===== src/sv/assert_macros.svh =====
// Assertion helpers; clock and reset are taken from the using scope.
`ifndef ASSERT_MACROS_SVH
`define ASSERT_MACROS_SVH

`define ASSERT_ALWAYS(label, expr, msg) \
   label: assert property (@(posedge clock) disable iff (reset) (expr)) else $error(msg);

`define ASSERT_IMPLIES(label, ante, cons, msg) \
   label: assert property (@(posedge clock) disable iff (reset) (ante) |-> (cons)) \
      else $error(msg);

`endif


===== src/sv/crx_pkg.sv =====
`timescale 1ns / 1ps
package crx_pkg;

   localparam int WORD_COUNT    = 10;
   localparam int PAYLOAD_BYTES = 4 * WORD_COUNT;
   localparam int COUNT_W       = $clog2(PAYLOAD_BYTES + 1);
   localparam int WADDR_W       = (WORD_COUNT > 1) ? $clog2(WORD_COUNT) : 1;

   localparam logic [7:0] START_BYTE = 8'h24;

   typedef enum logic [1:0] {
      MODE_IDLE    = 2'd0,
      MODE_COLLECT = 2'd1,
      MODE_CHECK   = 2'd2,
      MODE_DONE    = 2'd3
   } rx_mode_type;

   typedef enum logic [1:0] {
      ST_BYTE,
      ST_READ,
      ST_LOAD
   } fsm_state_type;

   typedef struct packed {
      logic               wr_en;
      logic [WADDR_W-1:0] wr_addr;
      logic [1:0]         wr_lane;
      logic [7:0]         wr_data;
      logic               rd_en;
      logic [WADDR_W-1:0] rd_addr;
   } ram_cmd_type;

   typedef struct packed {
      logic        load;
      rx_mode_type rx_status;
      logic        word_valid;
      logic [3:0]  channel;
      logic        last;
   } rsp_load_type;

endpackage


===== src/sv/crx_req_if.sv =====
`timescale 1ns / 1ps
interface crx_req_if;
   logic       valid;
   logic       ready;
   logic [7:0] rx_byte;

   modport source (output valid, output rx_byte, input ready);
   modport sink   (input valid, input rx_byte, output ready);
endinterface


===== src/sv/crx_rsp_if.sv =====
`timescale 1ns / 1ps
interface crx_rsp_if;
   logic        valid;
   logic        ready;
   logic [1:0]  rx_status;
   logic        word_valid;
   logic [3:0]  channel;
   logic [31:0] payload_word;
   logic        last;

   modport source (output valid, output rx_status, output word_valid, output channel,
                   output payload_word, output last, input ready);
   modport sink   (input valid, input rx_status, input word_valid, input channel,
                   input payload_word, input last, output ready);
endinterface


===== src/sv/checksummed_frame_receiver.sv =====
`timescale 1ns / 1ps
// channel  dir  transaction
// req_ch   in   one received byte (rx_byte)
// rsp_ch   out  rx_status, word_valid, channel, payload_word, last
//
// Each byte gives one transaction on rsp_ch, but a matching checksum
// byte starts a burst of ten words instead: each word is read from the
// registered payload RAM, then loaded; req_ch is held off during it.
// Synchronous reset returns to idle; no clearing pass is needed.
// A stalled rsp_ch stalls req_ch once the output register is full.
module checksummed_frame_receiver (
   input logic      clock,
   input logic      reset,
   crx_req_if.sink   req_ch,
   crx_rsp_if.source rsp_ch
);
   import crx_pkg::*;

   ram_cmd_type  ram_cmd;
   rsp_load_type rsp_load;
   logic [31:0]  rd_data;
   logic         out_free;

   logic         rsp_valid_ff, rsp_valid_in;
   logic [1:0]   rx_status_ff;
   logic         word_valid_ff;
   logic [3:0]   channel_ff;
   logic [31:0]  payload_word_ff;
   logic         last_ff;

   assign out_free = !rsp_valid_ff || rsp_ch.ready;

   crx_frame_ctrl u_ctrl (
      .clock     (clock),
      .reset     (reset),
      .req_valid (req_ch.valid),
      .rx_byte   (req_ch.rx_byte),
      .req_ready (req_ch.ready),
      .out_free  (out_free),
      .ram_cmd   (ram_cmd),
      .rsp_load  (rsp_load)
   );

   crx_payload_ram u_ram (
      .clock   (clock),
      .cmd     (ram_cmd),
      .rd_data (rd_data)
   );

   always_comb begin
      if (rsp_load.load) begin
         rsp_valid_in = 1'b1;
      end else if (rsp_ch.ready) begin
         rsp_valid_in = 1'b0;
      end else begin
         rsp_valid_in = rsp_valid_ff;
      end
   end

   always_ff @(posedge clock) begin
      if (reset) begin
         rsp_valid_ff <= 1'b0;
      end else begin
         rsp_valid_ff <= rsp_valid_in;
      end
   end

   always_ff @(posedge clock) begin
      if (rsp_load.load) begin
         rx_status_ff    <= rsp_load.rx_status;
         word_valid_ff   <= rsp_load.word_valid;
         channel_ff      <= rsp_load.channel;
         payload_word_ff <= rsp_load.word_valid ? rd_data : '0;
         last_ff         <= rsp_load.last;
      end
   end

   assign rsp_ch.valid        = rsp_valid_ff;
   assign rsp_ch.rx_status    = rx_status_ff;
   assign rsp_ch.word_valid   = word_valid_ff;
   assign rsp_ch.channel      = channel_ff;
   assign rsp_ch.payload_word = payload_word_ff;
   assign rsp_ch.last         = last_ff;

endmodule


===== src/sv/crx_payload_ram.sv =====
`timescale 1ns / 1ps
module crx_payload_ram (
   input  logic                 clock,
   input  crx_pkg::ram_cmd_type cmd,
   output logic [31:0]          rd_data
);
   import crx_pkg::*;

   logic [3:0][7:0] mem [WORD_COUNT];
   logic [31:0]     rd_data_ff;

   always_ff @(posedge clock) begin
      if (cmd.wr_en) begin
         mem[cmd.wr_addr][cmd.wr_lane] <= cmd.wr_data;
      end
      if (cmd.rd_en) begin
         rd_data_ff <= mem[cmd.rd_addr];
      end
   end

   assign rd_data = rd_data_ff;

endmodule


===== src/sv/crx_frame_ctrl.sv =====
`timescale 1ns / 1ps
module crx_frame_ctrl (
   input  logic                  clock,
   input  logic                  reset,
   input  logic                  req_valid,
   input  logic [7:0]            rx_byte,
   output logic                  req_ready,
   input  logic                  out_free,
   output crx_pkg::ram_cmd_type  ram_cmd,
   output crx_pkg::rsp_load_type rsp_load
);
   import crx_pkg::*;
   `include "assert_macros.svh"

   fsm_state_type      state_ff, state_in;
   rx_mode_type        mode_ff, mode_in;
   logic [COUNT_W-1:0] cnt_ff, cnt_in;
   logic [7:0]         sum_ff, sum_in;
   logic [WADDR_W-1:0] idx_ff, idx_in;
   logic [7:0]         expect_sum;
   logic               accept;
   logic               match;
   logic               idx_last;

   assign accept     = req_valid && req_ready;
   assign expect_sum = sum_ff + START_BYTE;
   assign idx_last   = (idx_ff == WADDR_W'(WORD_COUNT - 1));

   always_comb begin
      mode_in = mode_ff;
      cnt_in  = cnt_ff;
      sum_in  = sum_ff;
      match   = 1'b0;
      if (accept) begin
         unique case (mode_ff)
            MODE_COLLECT: begin
               cnt_in = cnt_ff + 1'b1;
               sum_in = sum_ff + rx_byte;
               if (cnt_in >= COUNT_W'(PAYLOAD_BYTES)) begin
                  mode_in = MODE_CHECK;
               end
            end
            MODE_CHECK: begin
               cnt_in = '0;
               sum_in = '0;
               if (expect_sum == rx_byte) begin
                  match   = 1'b1;
                  mode_in = MODE_DONE;
               end else begin
                  mode_in = MODE_IDLE;
               end
            end
            MODE_IDLE, MODE_DONE: begin
               if (rx_byte == START_BYTE) begin
                  mode_in = MODE_COLLECT;
                  cnt_in  = '0;
                  sum_in  = '0;
               end
            end
            default: ;
         endcase
      end
   end

   // next state
   always_comb begin
      state_in = state_ff;
      idx_in   = idx_ff;
      unique case (state_ff)
         ST_BYTE: begin
            if (accept && match) begin
               state_in = ST_READ;
               idx_in   = '0;
            end
         end
         ST_READ: state_in = ST_LOAD;
         ST_LOAD: begin
            if (out_free) begin
               if (idx_last) begin
                  state_in = ST_BYTE;
               end else begin
                  state_in = ST_READ;
                  idx_in   = idx_ff + 1'b1;
               end
            end
         end
         default: state_in = ST_BYTE;
      endcase
   end

   // outputs
   always_comb begin
      req_ready        = (state_ff == ST_BYTE) && out_free;
      ram_cmd.wr_en    = accept && (mode_ff == MODE_COLLECT);
      ram_cmd.wr_addr  = WADDR_W'(cnt_ff >> 2);
      ram_cmd.wr_lane  = cnt_ff[1:0];
      ram_cmd.wr_data  = rx_byte;
      ram_cmd.rd_en    = (state_ff == ST_READ);
      ram_cmd.rd_addr  = idx_ff;
      if (state_ff == ST_LOAD) begin
         rsp_load.load       = out_free;
         rsp_load.rx_status  = MODE_DONE;
         rsp_load.word_valid = 1'b1;
         rsp_load.channel    = 4'(idx_ff);
         rsp_load.last       = idx_last;
      end else begin
         rsp_load.load       = accept && !match;
         rsp_load.rx_status  = mode_in;
         rsp_load.word_valid = 1'b0;
         rsp_load.channel    = '0;
         rsp_load.last       = 1'b1;
      end
   end

   always_ff @(posedge clock) begin
      if (reset) begin
         state_ff <= ST_BYTE;
         mode_ff  <= MODE_IDLE;
         cnt_ff   <= '0;
         sum_ff   <= '0;
         idx_ff   <= '0;
      end else begin
         state_ff <= state_in;
         mode_ff  <= mode_in;
         cnt_ff   <= cnt_in;
         sum_ff   <= sum_in;
         idx_ff   <= idx_in;
      end
   end

   `ASSERT_ALWAYS(a_no_rw_overlap, !(ram_cmd.wr_en && ram_cmd.rd_en), "ram read and write overlap")
   `ASSERT_IMPLIES(a_burst_only_done, state_ff != ST_BYTE, mode_ff == MODE_DONE, "burst outside done")
   `ASSERT_IMPLIES(a_cnt_in_range, mode_ff == MODE_COLLECT, cnt_ff < COUNT_W'(PAYLOAD_BYTES), "byte count overrun")

endmodule


===== src/flat_wrapper.sv =====
// flat-port wrapper written by rule: the top's interface ports become plain ports
module checksummed_frame_receiver_flat import crx_pkg::*;
  (clock, reset, req_ch_valid, req_ch_rx_byte, req_ch_ready, rsp_ch_valid, rsp_ch_rx_status, rsp_ch_word_valid, rsp_ch_channel, rsp_ch_payload_word, rsp_ch_last, rsp_ch_ready);
  crx_req_if req_ch_i ();
  crx_rsp_if rsp_ch_i ();
  input logic clock;
  input logic reset;
  input wire logic [$bits(req_ch_i.valid)-1:0] req_ch_valid;
  input wire logic [$bits(req_ch_i.rx_byte)-1:0] req_ch_rx_byte;
  output wire logic [$bits(req_ch_i.ready)-1:0] req_ch_ready;
  output wire logic [$bits(rsp_ch_i.valid)-1:0] rsp_ch_valid;
  output wire logic [$bits(rsp_ch_i.rx_status)-1:0] rsp_ch_rx_status;
  output wire logic [$bits(rsp_ch_i.word_valid)-1:0] rsp_ch_word_valid;
  output wire logic [$bits(rsp_ch_i.channel)-1:0] rsp_ch_channel;
  output wire logic [$bits(rsp_ch_i.payload_word)-1:0] rsp_ch_payload_word;
  output wire logic [$bits(rsp_ch_i.last)-1:0] rsp_ch_last;
  input wire logic [$bits(rsp_ch_i.ready)-1:0] rsp_ch_ready;
  assign req_ch_i.valid = req_ch_valid;
  assign req_ch_i.rx_byte = req_ch_rx_byte;
  assign req_ch_ready = req_ch_i.ready;
  assign rsp_ch_valid = rsp_ch_i.valid;
  assign rsp_ch_rx_status = rsp_ch_i.rx_status;
  assign rsp_ch_word_valid = rsp_ch_i.word_valid;
  assign rsp_ch_channel = rsp_ch_i.channel;
  assign rsp_ch_payload_word = rsp_ch_i.payload_word;
  assign rsp_ch_last = rsp_ch_i.last;
  assign rsp_ch_i.ready = rsp_ch_ready;
  checksummed_frame_receiver u_core (.clock(clock), .reset(reset), .req_ch(req_ch_i), .rsp_ch(rsp_ch_i));
endmodule

===== config.mk =====
export PLATFORM = sky130hd
export DESIGN_NAME = checksummed_frame_receiver_flat
export DESIGN_NICKNAME = d
export VERILOG_FILES = /design/src/sv/crx_pkg.sv /design/src/sv/crx_req_if.sv /design/src/sv/crx_rsp_if.sv /design/src/sv/checksummed_frame_receiver.sv /design/src/sv/crx_payload_ram.sv /design/src/sv/crx_frame_ctrl.sv /design/src/flat_wrapper.sv
export VERILOG_INCLUDE_DIRS = /design/src /design/src/sv
export SDC_FILE = /design/constraint.sdc
export NUM_CORES = 1
export LEC_CHECK = 0
export BUFFER_PORTS_ARGS = -buffer_cell sky130_fd_sc_hd__buf_4
export CORE_ASPECT_RATIO = 0.5
export CORE_MARGIN = 2
export CORE_UTILIZATION = 50
export DETAILED_ROUTE_END_ITERATION = 7
export PLACE_DENSITY = 0.68
export SLEW_MARGIN = 20
export SYNTH_ARGS = -nofsm -noshare
export SYNTH_HDL_FRONTEND = slang
export SYNTH_SLANG_ARGS = --single-unit

===== constraint.sdc =====
create_clock -name clock -period 6.7 [get_ports clock]
set_input_delay 0.335 -clock clock [delete_from_list [all_inputs] [get_ports clock]]
set_output_delay 0.335 -clock clock [all_outputs]
set_load 0.03 [all_outputs]

Word-level counts from Yosys, hierarchy flattened
Memories as Yosys holds them, arrays and structs flattened. A register that Yosys moved wholly into a read port is not among the register bits.
Index checks and enable logic that the tools add are counted.
Widths: inputs -> output; s select.
- order comparisons: 3
- reduce and logical (&&, ||, !) cells: 17
- muxes and demuxes: 27
- $add $sub $neg: 4
- equal/unequal tests: 12
- operators by type and width (cell ; number):
    $mux 32 ; 1
    $pmux 8 s3 ; 1
    $pmux 6 s3 ; 1
    $demux 8 s2 ; 1
    $mux 8 ; 2
    $mux 2 ; 6
    $mux 4 ; 3
    $pmux 2 s3 ; 2
    $mux 9 ; 1
    $add 8x6->8 const B ; 1
    $add 8x8->8 ; 1
    $eq 8x6->1 const B ; 1
    $eq 8x8->1 ; 1
    $ne 2x2->1 const B ; 4
    $pmux 4 s2 ; 1
    $mux 1 ; 7
    $add 6x1->6 const B ; 1
    $eq 2x2->1 const B ; 3
    $ge 6x6->1 const B ; 1
    $logic_and 1x1->1 ; 6
    $mux 6 ; 1
    $add 4x1->4 const B ; 1
    $eq 2x1->1 const B ; 2
    $eq 4x4->1 const B ; 1
    other kinds (9) ; 13
- bits in writable memories: 320
- input bits: 12
- logic and storage cells: 75
- memories kept: 1
- register bits after elaboration: 63
- memories (name ; depth ; bits a word ; read ports ; clocked after Yosys merged registers in ; write ports ; line ; source):
    u_core.u_ram.mem ; 10 ; 32 ; 1 ; 1 ; 1 ; crx_payload_ram.sv:9 ; logic [3:0][7:0] mem [WORD_COUNT];

Logic depth before layout (Yosys ltp)
- depth after elaboration: 9
- depth in mapped cells: 8
- depth with buffers taken out: 7

Cells and area by module
Synthesis repeated with hierarchy kept, for this count alone.
- cells, all modules: 1029
- area total of the unflattened synthesis: 16943.8 um^2
- modules (own cells, without submodules) (module ; area an instance (um^2) ; seq. area each (um^2) ; instances ; cells an instance):
    crx_payload_ram ; 13788.2 ; 10570.1 ; 1 ; 743
    crx_frame_ctrl ; 1664.1 ; 440.4 ; 1 ; 207
    checksummed_frame_receiver ; 1491.4 ; 1221.2 ; 1 ; 79

Worst setup path after synthesis
OpenSTA, ideal clock, no wires.
- path kind: register to register
- start: register u_core.rsp_valid_ff, in the netlist u_core.rsp_ch.valid
- end: register u_core.channel_ff[0], in the netlist u_core.rsp_ch.channel[0], enable pin
- slack: 2.758 ns
- setup time: 0.493 ns
- required time: 6.207 ns
- cell stages (with the launch flop): 3
- arrival time: 3.449 ns
- period minus slack after synthesis: 3.942 ns
- cells stage by stage: dfxtp_1 nor2b_1 o21ai_0
- RTL lines (what ; line ; source):
    start, declared ; checksummed_frame_receiver.sv:24 ; logic rsp_valid_ff, rsp_valid_in;
    start signal, assigned ; checksummed_frame_receiver.sv:64 ; rsp_valid_ff <= rsp_valid_in;
    end signal, assigned ; checksummed_frame_receiver.sv:72 ; channel_ff <= rsp_load.channel;
    end, declared ; checksummed_frame_receiver.sv:27 ; logic [3:0] channel_ff;

==> impl_summary.log <==
[metrics] CP Launch Type: register
[metrics] fraction of registers with async set/reset: 0
[metrics] vias: 8475
[metrics] Hold-fix buffers, CTS: 0
[metrics] Row Count: 47
[metrics] buffer levels on the longest clock path: 3
[metrics] leading cell type in the layout, fill and taps excluded: sky130_fd_sc_hd__edfxtp_1
[metrics] Power per Cell Area: 277.0 mW/mm^2
[metrics] global-route wire length before repair: 50750 um
[metrics] Fill cells: 2446
[metrics] hold violation count in the final report: 0
[metrics] Pre-Repair DR Iteration Count: 5
[metrics] clock transition at the register clock pins on the worst setup and hold paths after CTS: 0.06 ns
[metrics] area leader, netlist: sky130_fd_sc_hd__edfxtp_1
[metrics] Mean Syn Cell Area: 17.73 sq um
[metrics] final setup fails: 0
[metrics] max-capacitance violation count: 0
[metrics] Ports: 54
[metrics] delay of the slowest critical-path stage: 0.72 ns
[metrics] Buffers & Inverters on Critical Path: 1
[metrics] endpoint arrival time on the critical path: 3.03 ns
[metrics] die extent in x: 261.7 um
[metrics] die height: 132.8 um
[metrics] required time of the worst setup path: 6.94 ns
[metrics] startpoint of the most critical setup path: u_core.u_ctrl.idx_ff[0]$_SDFFE_PP0P_
[metrics] period utilization: 0.4167
[metrics] layout net count: 1022
[metrics] relative max-transition margin: 0.2913
[metrics] leakage: 5.955 nW
[metrics] number of buffers added on ports: 53
[metrics] number of distinct standard cells referenced by the synthesized netlist: 61
[metrics] peak clock frequency supported by timing: 0.3582 GHz
[metrics] total clock buffers created by CTS: 38
[metrics] crit-path cells: buf_4 -> mux4_2 -> nor2b_1 -> a211oi_1 -> a21oi_1
[metrics] pin count of the biggest net entering global routing: 67
[metrics] DRC Markers: 0
[metrics] weighted congestion reported at the end of routability-driven placement: 0.8073
[metrics] syn_nets: 966
[metrics] clock sink count: 415
[metrics] DIE AREA: 0.03476 sq mm
[metrics] total number of H-tree levels: 2
[metrics] top fanout value on the critical path: 41
[metrics] class of the tightest hold or removal check: input pin to register
[metrics] final routed wirelength across all metal layers: 33070 um
[metrics] kind of critical path: register to register
[metrics] CP max-delay cell: sky130_fd_sc_hd__buf_4
[metrics] predominant post-synthesis flop cell: sky130_fd_sc_hd__edfxtp_1
[metrics] overall routing resource usage: 0.1959
[metrics] Post-Syn Instances: 936
[metrics] Synth warnings: 0
[metrics] share of layout cells above drive strength 1: 0.1912
[metrics] Total Power: 5.181 mW
[metrics] CP Capture Type: register
[metrics] Antenna Violating Nets Remaining: 0
[metrics] root buf cell: sky130_fd_sc_hd__clkbuf_16
[metrics] Area growth, synth to finish: 12.70%
[metrics] unrepaired setup endpoints after global routing: no
[metrics] CTS tree: built
[metrics] Setup Fix Bufs, Post-CTS: 0
[metrics] CORE AREA: 0.03287 sq mm
[metrics] HPWL after detailed placement: 18810 um
[metrics] hold_sp: reset
[metrics] EDFF count, synth: 392
[metrics] result of the run: complete, no violations
[metrics] Tightest Pin Transition: 1.059 ns
[metrics] maximum ir drop on the vdd rail: 0.0001535 V
[metrics] clock insertion delay at the later pin of the skew report: 0.53 ns
[metrics] post-synth top area share: 0.7091
[metrics] critical register-to-register path startpoint: u_core.u_ctrl.idx_ff[0]$_SDFFE_PP0P_
[metrics] number of DRC markers after the initial detailed-route iteration: 747
[metrics] wire length per cell: 22.64 um
[metrics] vias in the first global route: 8573
[metrics] top cells by area, synth: sky130_fd_sc_hd__edfxtp_1 (71%), sky130_fd_sc_hd__mux4_2 (8.7%), sky130_fd_sc_hd__dfxtp_1 (2.8%)
[metrics] sequential element share of the synthesized area: 0.7369
[metrics] commonest non-fill, non-tap cells in the layout: sky130_fd_sc_hd__edfxtp_1 (392), sky130_fd_sc_hd__mux4_2 (64), sky130_fd_sc_hd__nor2_1 (62)
[metrics] number of antenna violations at the first check in global routing: 1
[metrics] total of flip-flops plus latches after synthesis: 415
[metrics] final critical delay including setup and external delays: 2.792 ns
[metrics] effective utilization at floorplan: 0.5050
[metrics] cell family with the largest share of critical-path delay: buffers and inverters
[metrics] Pins Over Slew Limit: 0
[metrics] worst setup skew after layout: 0.01187 ns
[metrics] post-synthesis instance area: 0.01660 sq mm
[metrics] count of inserted antenna diode cells: 0
[metrics] per-cell via count in the routed design: 5.801
[metrics] grt total ovfl: 0
[metrics] count of cells resized by post-cts repair: 0
[metrics] Setup TNS: 0 ns
-- sequential cells by signal, summed over array words and instances, names as in the netlist, 2 cells and up --
signal / flops
u_core.u_ctrl.state_ff: 2
u_core.u_ram.mem: 320
u_core.u_ctrl.mode_ff: 2
u_core.rsp_ch.rx_status: 2
u_core.rsp_ch.channel: 4
u_core.u_ctrl.cnt_ff: 6
u_core.rsp_ch.payload_word: 32
u_core.u_ctrl.idx_ff: 4
u_core.u_ctrl.sum_ff: 8
u_core.u_ram.rd_data: 32
-- through the flow --
| stage | area [sq um] | hold WS (ns) | utilization | cells | setup slack (ns) |
|---|---|---|---|---|---|
| 2_1_floorplan | 16600 | 0.4339 | - | 936 | 2.758 |
| 3_3_place_gp | 17440 | 0.4492 | 0.5305 | 1393 | 3.589 |
| 3_5_place_dp | 17440 | 0.4504 | 0.5305 | 1393 | 3.637 |
| 4_1_cts | 18710 | 0.1621 | 0.5690 | 1461 | 3.844 |
| 5_1_grt | 18710 | 0.1723 | 0.5691 | 1461 | 3.677 |
| 6_report | 18710 | 0.1810 | 0.5691 | 1461 | 3.908 |
-- per-layer routing --
metal / global-route usage / wire, um / up-vias
li1: - / - / 3823
met1: 0.2869 / 14910 / 4392
met2: 0.3106 / 15840 / 221
met3: 0.03352 / 1860 / 39
met4: 0.04545 / 455 / 0
met5: 0 / 0 / -
-- worst register-to-register path, delay by kind of cell (launching register included) --
family | cells | cell delay (ns)
compound gates | 2 | 0.34
simple gates | 1 | 0.14
mux | 1 | 0.62
flops | 1 | 0.67
buf+inv | 1 | 0.73
-- synthesized netlist by cell type, types with 4 or more instances --
cell type / instances
sky130_fd_sc_hd__edfxtp_1: 392
sky130_fd_sc_hd__mux4_2: 64
sky130_fd_sc_hd__nor2_1: 63
sky130_fd_sc_hd__a21oi_1: 48
sky130_fd_sc_hd__nor2b_1: 39
sky130_fd_sc_hd__and2_1: 37
sky130_fd_sc_hd__a211oi_1: 33
sky130_fd_sc_hd__mux2i_1: 33
sky130_fd_sc_hd__clkbuf_1: 26
sky130_fd_sc_hd__dfxtp_1: 23
sky130_fd_sc_hd__nand2_1: 21
sky130_fd_sc_hd__nand3_1: 20
sky130_fd_sc_hd__ha_1: 17
sky130_fd_sc_hd__buf_2: 14
sky130_fd_sc_hd__inv_1: 10
sky130_fd_sc_hd__xor2_1: 10
sky130_fd_sc_hd__o21ai_0: 9
sky130_fd_sc_hd__or3_1: 6
sky130_fd_sc_hd__and3_1: 5
sky130_fd_sc_hd__nor3_1: 5
sky130_fd_sc_hd__xnor2_1: 4
-- report_power, final --
group | switching, mW | leakage, nW | total, mW | internal, mW
clock | 0.923 | 0.609 | 2.23 | 1.30
combinational | 0.0858 | 1.59 | 0.112 | 0.0262
sequential | 0.00416 | 3.75 | 2.84 | 2.84
-- area by class of cell --
type                    count  area [sq um]  area share
repair buffers             61         457.9     0.02448
well taps                 441         551.8     0.02949
clock inverters            22         265.3     0.01418
flip-flops and latches    415         12240      0.6542
multi-input cells         466          4154      0.2220
clock buffers              46          1002     0.05357
inverters                  10         37.54    0.002006
-- final timing paths --
check                                               to  slack, ns  depth (start not counted)
setup / recovery    u_core.u_ram.rd_data[22]$_DFFE_PN_       3.91                          5
hold / removal    u_core.u_ctrl.sum_ff[3]$_SDFFE_PP0P_       0.18                          2
setup reg to reg    u_core.u_ram.rd_data[22]$_DFFE_PN_       3.91                          5
hold reg to reg   u_core.u_ctrl.sum_ff[0]$_SDFFE_PP0P_       0.46                          2
-- logic make-up (layout without fill, tap and decap cells) --
| family | after synthesis | count (layout) | synth area share |
|---|---|---|---|
| flip-flops | 415 | 415 | 0.7369 |
| AND/OR/NAND/NOR | 213 | 213 | 0.06980 |
| AO/OA/AOI/OAI | 124 | 124 | 0.05103 |
| multiplexers | 97 | 97 | 0.1067 |
| buffers and inverters | 55 | 139 | 0.01417 |
| adder cells (fa/ha/maj) | 18 | 18 | 0.01402 |
| XOR/XNOR | 14 | 14 | 0.007386 |
Note: power is estimated with default switching activity, not from simulation.
